[src/design/trac_pkg.sv]
// ----------------------------------------------------------------------------
// trac_pkg
// Types and constants of the two-register accumulator CPU.
// ----------------------------------------------------------------------------
`timescale 1ns / 1ps

package trac_pkg;

	localparam int CFG_DW = 25;
	localparam int PLEN_W = 13;
	localparam int STEPS_W = 25;

	localparam logic [STEPS_W-1:0] STEP_LIMIT_RST = 25'd30000000;

	localparam logic CFG_PROG_LEN   = 1'b0;
	localparam logic CFG_STEP_LIMIT = 1'b1;

	localparam logic [2:0] ST_EXEC    = 3'd0;
	localparam logic [2:0] ST_LOADED  = 3'd1;
	localparam logic [2:0] ST_HALT    = 3'd2;
	localparam logic [2:0] ST_PCFAULT = 3'd3;
	localparam logic [2:0] ST_LIMIT   = 3'd4;
	localparam logic [2:0] ST_BADOP   = 3'd5;
	localparam logic [2:0] ST_STOPPED = 3'd6;

	localparam logic [7:0] OP_LDC  = 8'd0;
	localparam logic [7:0] OP_ADC  = 8'd1;
	localparam logic [7:0] OP_LDL  = 8'd2;
	localparam logic [7:0] OP_STL  = 8'd3;
	localparam logic [7:0] OP_LDNL = 8'd4;
	localparam logic [7:0] OP_STNL = 8'd5;
	localparam logic [7:0] OP_ADD  = 8'd6;
	localparam logic [7:0] OP_SUB  = 8'd7;
	localparam logic [7:0] OP_SHL  = 8'd8;
	localparam logic [7:0] OP_SHR  = 8'd9;
	localparam logic [7:0] OP_ADJ  = 8'd10;
	localparam logic [7:0] OP_A2SP = 8'd11;
	localparam logic [7:0] OP_SP2A = 8'd12;
	localparam logic [7:0] OP_CALL = 8'd13;
	localparam logic [7:0] OP_RET  = 8'd14;
	localparam logic [7:0] OP_BRZ  = 8'd15;
	localparam logic [7:0] OP_BRLZ = 8'd16;
	localparam logic [7:0] OP_BR   = 8'd17;
	localparam logic [7:0] OP_HALT = 8'd18;

	typedef struct packed {
		logic [31:0] a;
		logic [31:0] b;
		logic [31:0] sp;
		logic [31:0] pc;
		logic [31:0] addr;
		logic [31:0] wr_data;
		logic        wr;
		logic        rd;
		logic        stop;
		logic [2:0]  status;
	} exec_t;

	typedef struct packed {
		logic [2:0]         status;
		logic [11:0]        pc_value;
		logic signed [31:0] a_value;
		logic signed [31:0] b_value;
		logic signed [31:0] sp_value;
		logic               mem_written;
		logic [11:0]        write_address;
		logic [31:0]        write_data;
	} res_t;

endpackage

[src/design/trac_exec.sv]
// ----------------------------------------------------------------------------
// trac_exec
// Instruction decode and execute: next register values, store request,
// data read request and step status.
// ----------------------------------------------------------------------------
`timescale 1ns / 1ps

module trac_exec (
	input  logic [31:0]               raw,
	input  logic [31:0]               a,
	input  logic [31:0]               b,
	input  logic [31:0]               sp,
	input  logic [31:0]               pc,
	input  logic [trac_pkg::PLEN_W-1:0] prog_len,
	output trac_pkg::exec_t           ex
);

	logic [7:0]  op;
	logic [31:0] arg;
	logic [31:0] ea;
	logic [31:0] pc_br;
	logic [31:0] pc_new;
	logic [31:0] pc_inc;
	logic [31:0] len32;
	logic        jump;

	always_comb begin
		op     = raw[7:0];
		arg    = {{8{raw[31]}}, raw[31:8]};
		len32  = 32'(prog_len);
		ea     = ((op inside {trac_pkg::OP_LDL, trac_pkg::OP_STL}) ? sp : a) + arg;
		pc_br  = pc + arg;
		pc_new = pc;
		jump   = 1'b0;
		ex         = '0;
		ex.a       = a;
		ex.b       = b;
		ex.sp      = sp;
		ex.pc      = pc;
		ex.addr    = ea;
		case (op)
			trac_pkg::OP_LDC: begin
				ex.b = a;
				ex.a = arg;
			end
			trac_pkg::OP_ADC: ex.a = a + arg;
			trac_pkg::OP_LDL: begin
				ex.b  = a;
				ex.rd = 1'b1;
			end
			trac_pkg::OP_STL: begin
				ex.wr      = 1'b1;
				ex.wr_data = a;
				ex.a       = b;
			end
			trac_pkg::OP_LDNL: ex.rd = 1'b1;
			trac_pkg::OP_STNL: begin
				ex.wr      = 1'b1;
				ex.wr_data = b;
			end
			trac_pkg::OP_ADD:  ex.a = a + b;
			trac_pkg::OP_SUB:  ex.a = b - a;
			trac_pkg::OP_SHL:  ex.a = b << a[4:0];
			trac_pkg::OP_SHR:  ex.a = 32'($signed(b) >>> a[4:0]);
			trac_pkg::OP_ADJ:  ex.sp = sp + arg;
			trac_pkg::OP_A2SP: begin
				ex.sp = a;
				ex.a  = b;
			end
			trac_pkg::OP_SP2A: begin
				ex.b = a;
				ex.a = sp;
			end
			trac_pkg::OP_CALL: begin
				ex.b   = a;
				ex.a   = pc;
				pc_new = pc_br;
				jump   = 1'b1;
			end
			trac_pkg::OP_RET: begin
				pc_new = a;
				ex.a   = b;
			end
			trac_pkg::OP_BRZ: begin
				if (a == 32'd0) begin
					pc_new = pc_br;
				end
				jump = 1'b1;
			end
			trac_pkg::OP_BRLZ: begin
				if (a[31]) begin
					pc_new = pc_br;
				end
				jump = 1'b1;
			end
			trac_pkg::OP_BR: begin
				pc_new = pc_br;
				jump   = 1'b1;
			end
			default: ;
		endcase

		pc_inc = pc_new + 32'd1;
		if (op == trac_pkg::OP_HALT) begin
			ex.status = trac_pkg::ST_HALT;
		end else if (op > trac_pkg::OP_HALT) begin
			ex.status = trac_pkg::ST_BADOP;
			ex.stop   = 1'b1;
		end else if (jump && !(pc_new < len32)) begin
			ex.pc     = pc_new;
			ex.status = trac_pkg::ST_PCFAULT;
			ex.stop   = 1'b1;
		end else begin
			ex.pc = pc_inc;
			if (!(pc_inc < len32)) begin
				ex.status = trac_pkg::ST_PCFAULT;
				ex.stop   = 1'b1;
			end else begin
				ex.status = trac_pkg::ST_EXEC;
			end
		end
	end

endmodule

[config.mk]
export PLATFORM = sky130hd
export DESIGN_NAME = trac_exec
export DESIGN_NICKNAME = d
export VERILOG_FILES = /design/src/design/trac_pkg.sv /design/src/design/trac_exec.sv
export SDC_FILE = /design/constraint.sdc
export NUM_CORES = 1
export LEC_CHECK = 0
export BUFFER_PORTS_ARGS = -buffer_cell sky130_fd_sc_hd__buf_2
export CORE_MARGIN = 4
export CORE_UTILIZATION = 40
export DETAILED_ROUTE_END_ITERATION = 10
export GPL_TIMING_DRIVEN = 0
export REMOVE_ABC_BUFFERS = 1
export SETUP_SLACK_MARGIN = 0.2
export SYNTH_ARGS = -nofsm -noshare
export SYNTH_HDL_FRONTEND = slang
export SYNTH_SLANG_ARGS = --single-unit
[constraint.sdc]
create_clock -name vclk -period 16.7
set_clock_uncertainty 0.05 [all_clocks]
set_input_delay 1.67 -clock vclk [all_inputs]
set_output_delay 1.67 -clock vclk [all_outputs]
set_load 0.01 [all_outputs]
== Word-level counts from Yosys, hierarchy flattened ==
Index checks and enable logic that the tools add are counted.

* Logic and storage cells: 59
* Bits in registers: 0

* Reductions and logical operators: 10
* Equality and inequality tests: 18
* Add/sub/neg operators: 7
* Mux-type cells: 19
* Shift operators: 2
* $lt $le $gt $ge: 3

{| class="wikitable"
|+ Operators by type and width
! cell !! count
|-
| one-hot mux 32 bit (9 select lines) || 1
|-
| 2-to-1 mux 32 bit || 7
|-
| adder 32 bit || 5
|-
| one-hot mux 32 bit (4 select lines) || 1
|-
| one-hot mux 33 bit (2 select lines) || 1
|-
| == test 8 x 4 -> 1 bit (second input constant) || 8
|-
| less-than comparator 32 x 13 -> 1 bit || 2
|-
| one-hot mux 32 bit (2 select lines) || 1
|-
| adder 32 x 1 -> 32 bit (second input constant) || 1
|-
| == test 8 x 3 -> 1 bit (second input constant) || 4
|-
| zero test 32 bit || 1
|-
| left shift 32 x 5 -> 32 bit || 1
|-
| >>> shifter 32 x 5 -> 32 bit || 1
|-
| subtractor 32 bit || 1
|-
| == test 8 x 5 -> 1 bit (second input constant) || 3
|-
| == test 8 x 2 -> 1 bit (second input constant) || 2
|-
| == test 8 x 1 -> 1 bit (second input constant) || 1
|-
| > comparator 8 x 5 -> 1 bit (second input constant) || 1
|-
| zero test 8 bit || 1
|-
| 2-to-1 mux 4 bit || 2
|-
| OR reduction 4 bit || 2
|-
| 2-to-1 mux 1 bit || 4
|-
| OR reduction 2 bit || 2
|-
| 2-to-1 mux 3 bit || 1
|-
| other kinds (5) || 5
|}

== Longest topological paths before layout ==
Gate-level depths: netlist of run 1.

* Depth after elaboration: 9
* Depth in mapped cells: 30
* Depth with buffers taken out: 23

== Least setup slack after synthesis of run 1 ==
Ideal clock, no wire load.

* Path type: input-to-output
* From: input port a[0]
* To: output port ex[3] (netlist name)
* Stages: 29
* Arrival time: 8.021 ns
* Setup slack: 6.959 ns
* Cells stage by stage: clkbuf_1 -> inv_1 -> clkbuf_1 -> clkbuf_1 -> buf_1 -> ha_1 -> nor4b_1 -> nand4_1 -> or4_4 -> buf_6 -> nand2_1 -> buf_2 -> a222oi_1 -> inv_1 -> ha_1 -> nor3b_1 -> and3_1 -> clkbuf_1 -> xnor2_1 -> ha_1 -> nor2b_1 -> o21ai_0 -> nand2b_1 -> a21oi_1 -> o31a_1 -> nand4_1 -> nor4b_4 -> a21oi_1 -> buf_4

{| class="wikitable"
|+ RTL lines
! item !! line !! source
|-
| start: declaration || trac_exec.sv:10 || <nowiki>input logic [31:0] a,</nowiki>
|-
| end: declaration || trac_exec.sv:15 || <nowiki>output trac_pkg::exec_t ex</nowiki>
|}

==> impl_metrics.yaml, run 1 <==
power:
  p_total_mw: 0.661
  vdd_drop_max_mv: 0.0204
  power.leakage_nw: 8.84
  power_density_nw_per_um2: 33.7
sta:
  worst_pin_slew_ns: 1.35
  setup_tns_ns: 0
  slew_viol_final: 0
  finalSetupViolations: 0
  rsz0062_at_grt: "false"
  maxSlewHeadroom_pct: 9.92
  fmax_mhz: 88.5
  hold_violations: 0
  min_period_over_period_pct: 67.7
  min_period_ns: 11.30
setup_path:
  path_cells: "buf_2 > nor3_1 > nand2b_1 > nor2_1 > and3_1 > nand2_1 > mux2i_1 > ha_1 > nor2b_1 > o21a_1 > o21ai_0 > a211oi_1 > o21a_1 > nor2_1 > o21a_1 > a211oi_1 > o31ai_1 > o21ai_0 > xnor2_1 > o21ai_0 > o311a_1 > buf_2"
  crit_required_ns: 14.98
  path_class: "input pin to output port"
  cp_slowest_cell: "and3_1"
  crit_path_start_kind: "input pin"
  cp_max_fo: 21
  slowest_delay_ns: 1.10
  critPathArrivalTime_ns: 9.58
  crit_family: "simple AND/OR/NAND/NOR gates"
  end_kind: "output port"
  worst-path-buf-inv: 2
drt:
  first_pass_iters: 6
  routed_wl_um: 85800
  drt_iter0_drc: 2860
  vias: 22100
  ant_nets: 0
  viasPerCell: 6.56
  wl_per_cell_um: 25.5
  remaining_drc_errors: 0
synth:
  postSynthAreaPerCell_sq_um: 6.73
  synth_top_cell_by_area: "ha_1"
  syn-instance-count: 2570
  synth_top_area_share_pct: 13.2
  synth_area_leaders: "ha_1 13%, o21ai_0 7.9%, mux2i_1 6.4%, xnor2_1 6.3%, a21oi_1 5.8%"
  yosys_warnings: 0
  synth_area_sq_um: 17300
  yosysUniqueCellTypes: 90
  ys_seq_area_share_pct: 0
layout:
  final_cell_mix: "370 x buf_2, 272 x o21ai_0, 229 x nor2_1, 219 x nand2_1, 199 x a21oi_1"
  fill_cells: 4457
  seq_cells: 0
  area_growth_pct: 13.4
  layout_commonest_cell: "buf_2"
  final_layout_size_suffix_gt1_share_pct: 18.8
  fin_cells: 3367
  clockBufferCount: 0
  final_core_util_pct: 46.4
  fin_nets: 3151
  seq_area_sq_um: 0
grt:
  grt_pass1_vias: 21000
  grt_usage_pct: 34.1
  gr-total-overflow: 0
  antenna_found_initial: 2
  grt_max_degree: 95
  grt_pass1_wl_um: 126000
run_status:
  outcome: "finished, final reports clean"
die:
  dieWidth_um: 216
  row_count: 75
  dieArea_sq_um: 46700
  io_pins: 371
  start_util_pct: 40.9
  design.core.area_sq_um: 42300
  dieHeight_um: 216
clocking:
  post_cts_buffers: 0
  ctsResizeCount: 0
  postCtsHoldBufs: 0
placement:
  placedCellCount: 3366
  dpl.hpwl_um: 69400
  port_buffers: 371
  place_congestion: 0.990
min_path:
  min_path_type: "input pin to output port"
job:
  cap_violations: 0
[path summary, 6_finish.rpt]
check,cells after the start,slack (ns),end,from
worst max-delay path,22,5.40,ex[197],raw[5]
worst min-delay path,3,3.65,ex[133],sp[31]
[metrics by stage]
step	hold slack, ns	instance area, sq um	setup slack, ns
6_report	3.65	19600	5.40
5_1_grt	3.65	19600	5.16
4_1_cts	3.65	19600	5.51
3_5_place_dp	3.65	19600	5.55
2_1_floorplan	3.34	16600	6.89
3_3_place_gp	3.64	19200	2.24
[layout make-up]
cell class,instances,area [sq um],share of cell area [%]
Tap cell,577,722,3.68
Inverter,66,249,1.27
Multi-Input combinational cell,2335,16500,83.9
Antenna cell,1,2.50,0.0128
Timing Repair Buffer,388,2190,11.2
[synth_stat cells, types with 18 or more instances]
cell type / number
o21ai_0: 273
nor2_1: 236
nand2_1: 222
a21oi_1: 199
ha_1: 182
clkbuf_1: 131
xnor2_1: 125
mux2i_1: 111
a21o_1: 72
nand3_1: 69
mux2_2: 65
inv_1: 64
xor2_1: 64
nor3_1: 60
nand2b_1: 48
a22o_1: 40
a221oi_1: 38
o211ai_1: 35
a211oi_1: 33
and3_1: 30
buf_1: 30
or3_1: 30
a222oi_1: 29
a31oi_1: 22
o21a_1: 22
o21bai_1: 21
a22oi_1: 20
o31ai_1: 19
nand4_1: 18
[worst min-delay path: cells and delay by family]
kind                   cells  cell delay, ns
buffers and inverters      2            0.24
AO/OA/AOI/OAI              1            0.12
[layer usage]
| layer | routed length (um) | global-route usage [%] | up-vias |
|---|---|---|---|
| met2 | 38400 | 56.4 | 1237 |
| li1 | - | - | 10200 |
| met4 | 4430 | 14.0 | 0 |
| met5 | 0 | 0 | - |
| met1 | 35500 | 46.0 | 10400 |
| met3 | 7450 | 2.62 | 235 |
[where the power goes]
part	internal, mW	leakage, nW	switching [mW]
Combinational	0.251	8.84	0.410
Sequential	0	0	0
Clock	0.00000000800	0.00000634	0
Total	0.251	8.84	0.410
[logic make-up (layout without fill, tap and decap cells)]
kind of cell	Yosys count	count (layout)	share of synthesized area [%]
other	0	1	0
AND/OR/NAND/NOR	829	829	23.4
multiplexers	190	190	12.5
adder cells (fa/ha/maj)	187	187	13.7
buffers and inverters	235	454	5.31
AO/OA/AOI/OAI	940	940	35.5
XOR/XNOR	189	189	9.56
(Power assumes the default switching activity.)
==> inputs of run 2 (changes only) <==
==> constraint.sdc (replaced) <==
create_clock -name vclk -period 9.3
set_clock_uncertainty 0.05 [all_clocks]
set_input_delay 0.93 -clock vclk [all_inputs]
set_output_delay 0.93 -clock vclk [all_outputs]
set_load 0.01 [all_outputs]
==> run 2 against run 1 <==
Critical path depth fell by 1. Sequential share of layout area stayed put. Routed wire length shrank 0.26%. Design area grew 0.34%. Hold slack got worse by 1.5 ns. Global-route usage about the same. Via count fell by 0.42%. Setup slack lost 4.9 ns. Sequential cell count unchanged. First-iteration DRC count fell by 2.5%. Combinational power up 80%.
==> impl_metrics.yaml, run 2 (synthesized netlist as in run 1, its figures left out) <==
run_status:
  outcome: "finished, final reports clean"
power:
  power.leakage_nw: 8.86
  vdd_drop_max_mv: 0.0367
  power_density_nw_per_um2: 60.4
layout:
  final_cell_mix: "369 x buf_2, 272 x o21ai_0, 229 x nor2_1, 218 x nand2_1, 199 x a21oi_1"
  final_layout_size_suffix_gt1_share_pct: 19.2
  area_growth_pct: 13.8
  fin_nets: 3154
  clockBufferCount: 0
  layout_commonest_cell: "buf_2"
  seq_area_sq_um: 0
  seq_cells: 0
setup_path:
  crit_path_start: "a[0]"
  path_cells: "clkbuf_4 > inv_2 > buf_12 > ha_1 > nor4b_1 > nand4_1 > nor3_2 > o21ai_0 > a221oi_1 > inv_1 > ha_1 > a21o_1 > a211o_1 > o21ai_0 > nand4_1 > nor4_4 > buf_6 > nor2_1 > o21a_1 > o31ai_1 > buf_2"
  end_kind: "output port"
  slowest_delay_ns: 0.79
  crit_path_start_kind: "input pin"
  crit_required_ns: 8.32
  critPathArrivalTime_ns: 7.83
  cp_slowest_cell: "a221oi_1"
  path_class: "input pin to output port"
  cp_max_fo: 47
job:
  cap_violations: 0
die:
  dieWidth_um: 216
  design.core.area_sq_um: 42300
  row_count: 75
  dieArea_sq_um: 46700
  start_util_pct: 40.9
  dieHeight_um: 216
  io_pins: 371
sta:
  min_period_over_period_pct: 94.7
  holdWs_ns: 2.16
  finalSetupViolations: 0
  rsz0062_at_grt: "false"
  fmax_mhz: 114
  worst_pin_slew_ns: 1.32
  setup_tns_ns: 0
  maxSlewHeadroom_pct: 12.1
  hold_violations: 0
  slew_viol_final: 0
  setup_ws_ns: 0.490
  min_period_ns: 8.81
placement:
  port_buffers: 371
  place_congestion: 0.990
  dpl_worst_slack_ns: -0.366
  dpl.hpwl_um: 69400
min_path:
  min_path_type: "input pin to output port"
  worst_hold_startpoint: "sp[31]"
grt:
  gr-total-overflow: 0
  grt_usage_pct: 34.1
  grt_max_degree: 95
  grt_pass1_vias: 21100
  grt_pass1_wl_um: 126000
  antenna_found_initial: 2
drt:
  viasPerCell: 6.52
  remaining_drc_errors: 0
  vias: 22000
  drt_iter0_drc: 2788
  routed_wl_um: 85600
  wl_per_cell_um: 25.4
  first_pass_iters: 6
  ant_nets: 0
clocking:
  postCtsHoldBufs: 0
-- run 2: final timing paths --
check | to | slack [ns] | cells after the start
max | ex[82] | 0.49 | 21
min | ex[133] | 2.16 | 3
-- run 2: cell type report --
cell class,instances,area [sq um]
timing repair buffer,391,2220
antenna,2,5.00
inverter,66,249
multi-input combinational,2335,16500
tap,577,722
fill,4454,22600
-- run 2: what timing repair did --
item                       4_1_cts  5_1_grt
resized for setup                5        7
pin swaps                        1        2
buffers inserted                 1        2
setup endpoints to repair       15       29
-- run 2: where the power goes --
| group | internal (mW) | switching [mW] |
|---|---|---|
| logic | 0.452 | 0.738 |
| clock network | 0.0000000288 | 0 |
| registers | 0 | 0 |
| total | 0.452 | 0.738 |
-- run 2: metrics by stage --
stage	cells	power, mW	cell area [sq um]	utilization, %
4_1_cts	3367	1.16	19600	46.4
2_1_floorplan	2401	0.724	16600	-
5_1_grt	3370	1.28	19700	46.5
3_3_place_gp	3349	1.14	19200	45.4
3_5_place_dp	3366	1.15	19600	46.4
6_report	3371	1.19	19700	46.5
-- run 2: metal layers --
layer | GRT usage, % | wire length, um | vias up
li1 | - | - | 10200
met1 | 46.0 | 35300 | 10300
met2 | 56.2 | 38100 | 1233
met3 | 2.63 | 7670 | 221
met4 | 14.6 | 4460 | 0
met5 | 0 | 0 | -
-- run 2: worst max-delay path: cells and delay by family --
| kind | cells | cell delay, ns |
|---|---|---|
| AO/OA/AOI/OAI | 7 | 2.32 |
| adder cells (fa/ha/maj) | 2 | 0.62 |
| buffers and inverters | 6 | 1.53 |
| AND/OR/NAND/NOR | 6 | 2.36 |
==> inputs of run 3 (changes only) <==
--- a/config.mk
+++ b/config.mk
@@ -10,6 +10,7 @@
 export CORE_UTILIZATION = 40
 export DETAILED_ROUTE_END_ITERATION = 10
 export GPL_TIMING_DRIVEN = 0
+export PLACE_DENSITY = 0.74
 export REMOVE_ABC_BUFFERS = 1
 export SETUP_SLACK_MARGIN = 0.2
 export SYNTH_ARGS = -nofsm -noshare
==> constraint.sdc (replaced) <==
create_clock -name vclk -period 8.38
set_clock_uncertainty 0.05 [all_clocks]
set_input_delay 0.838 -clock vclk [all_inputs]
set_output_delay 0.838 -clock vclk [all_outputs]
set_load 0.01 [all_outputs]
==> run 3 against run 2 <==
Design area rose by 0.60%. Sequential share of layout area stayed put. Non-clock buffer count rose by 9. Sequential cell count unchanged. Combinational power is 9% higher. Largest cell class unchanged.
==> impl_metrics.yaml, run 3 (synthesized netlist as in run 1, its figures left out) <==
drt:
  drt_iter0_drc: 2817
  routed_wl_um: 82000
  viasPerCell: 6.51
  ant_nets: 0
  vias: 22100
  remaining_drc_errors: 0
  first_pass_iters: 9
  wl_per_cell_um: 24.2
setup_path:
  slowest_delay_ns: 0.64
  critPathArrivalTime_ns: 6.91
  cp_slowest_cell: "or4_4"
  end_kind: "output port"
  crit_path_start_kind: "input pin"
  cp_max_fo: 47
  crit_family: "simple AND/OR/NAND/NOR gates"
  crit_required_ns: 7.49
  crit_path_start: "a[0]"
  worst-path-buf-inv: 6
  path_class: "input pin to output port"
die:
  design.core.area_sq_um: 42300
  start_util_pct: 40.9
  dieWidth_um: 216
  dieHeight_um: 216
  row_count: 75
  io_pins: 371
  dieArea_sq_um: 46700
power:
  vdd_drop_max_mv: 0.0421
  p_sw_mw: 0.800
  p_total_mw: 1.30
  pwr-share-seq_pct: 0
  swShare_pct: 61.5
  power_density_nw_per_um2: 65.7
  power_frac_comb_pct: 100.0
  p_int_mw: 0.502
  power.share.clock_pct: 0
  power.leakage_nw: 8.93
min_path:
  worst_hold_startpoint: "sp[0]"
  holdPathEnd: "ex[102]"
  min_path_type: "input pin to output port"
  hold_depth: 4
placement:
  port_buffers: 371
  place_congestion: 1.02
  placedCellCount: 3365
  dpl.hpwl_um: 65700
layout:
  fill_cells: 4476
  multiInputGateArea_sq_um: 16500
  seq_cells: 0
  area_growth_pct: 14.5
  fin_nets: 3163
  fin_cells: 3385
  seq_area_sq_um: 0
  final_core_util_pct: 46.8
  final_cell_mix: "368 x buf_2, 272 x o21ai_0, 230 x nor2_1, 218 x nand2_1, 199 x a21oi_1"
  clockBufferCount: 0
  final_layout_size_suffix_gt1_share_pct: 19.6
  layout_commonest_cell: "buf_2"
sta:
  fmax_mhz: 128
  rsz0062_at_grt: "false"
  holdWs_ns: 1.98
  finalSetupViolations: 0
  maxSlewHeadroom_pct: 14.6
  worst_pin_slew_ns: 1.28
  min_period_ns: 7.79
  slew_viol_final: 0
  min_period_over_period_pct: 93.0
  hold_violations: 0
grt:
  gr-total-overflow: 0
  grt_max_degree: 71
  grt_pass1_vias: 19900
  grt_pass1_wl_um: 120000
  antenna_found_initial: 6
  grt_usage_pct: 32.2
clocking:
  postCtsHoldBufs: 0
job:
  cap_violations: 0
run_status:
  outcome: "finished, final reports clean"
run 3: cell types whose count changed in the layout (fill, tap and decap cells not counted), sizes merged:
cell / change
clkinvlp: +1
clkinv: -1
clkbuf: -1
diode: +5
buf: +10
run 3: what timing repair did:
item / in CTS / in global routing
setup buffers: 2 / 10
endpoints found under the setup margin: 60 / 31
pin swaps: 2 / 6
resized for setup: 18 / 10
run 3: through the flow:
stage               setup TNS [ns]  cell area (sq um)  setup WS, ns
finish                           0              19800         0.586
global route                     0              19800         0.261
detailed placement          -30.83              19600         -1.11
floorplan                        0              16600         0.233
CTS                              0              19700         0.225
global placement           -117.63              19200         -3.87
run 3: area by class of cell:
type	instances	share of cell area (%)
multi-input combinational	2335	83.5
inverter	66	1.36
timing repair buffer	400	11.4
tap	577	3.64
antenna	7	0.0884
run 3: per-layer routing:
layer | track usage, % | wire (um) | up-vias
met1 | 44.3 | 33100 | 10300
met2 | 52.7 | 36500 | 1318
met4 | 10.5 | 3540 | 2
li1 | - | - | 10200
met3 | 3.71 | 8890 | 228
met5 | 0 | 10 | -
run 3: worst max-delay path by stage:
stage,endpoint,slack [ns],cells after the start
5_1_grt,ex[3],0.26,26
3_5_place_dp,ex[82],-1.11,24
3_3_place_gp,ex[82],-3.87,22
6_report,ex[82],0.59,25
4_1_cts,ex[3],0.23,24
2_1_floorplan,ex[82],0.23,20
run 3: power by group through the flow:
stage | logic (mW) | clock network, mW | registers [mW]
3_3_place_gp | 1.24 | 0 | 0
4_1_cts | 1.26 | 0 | 0
2_1_floorplan | 0.803 | 0 | 0
5_1_grt | 1.41 | 0.0000000798 | 0
3_5_place_dp | 1.25 | 0 | 0
6_report | 1.30 | 0.0000000693 | 0
run 3: worst min-delay path, stage by stage:
cell and delay, ns:
buf_2 0.12, nand2_1 0.05, o21ai_0 0.05, buf_2 0.13
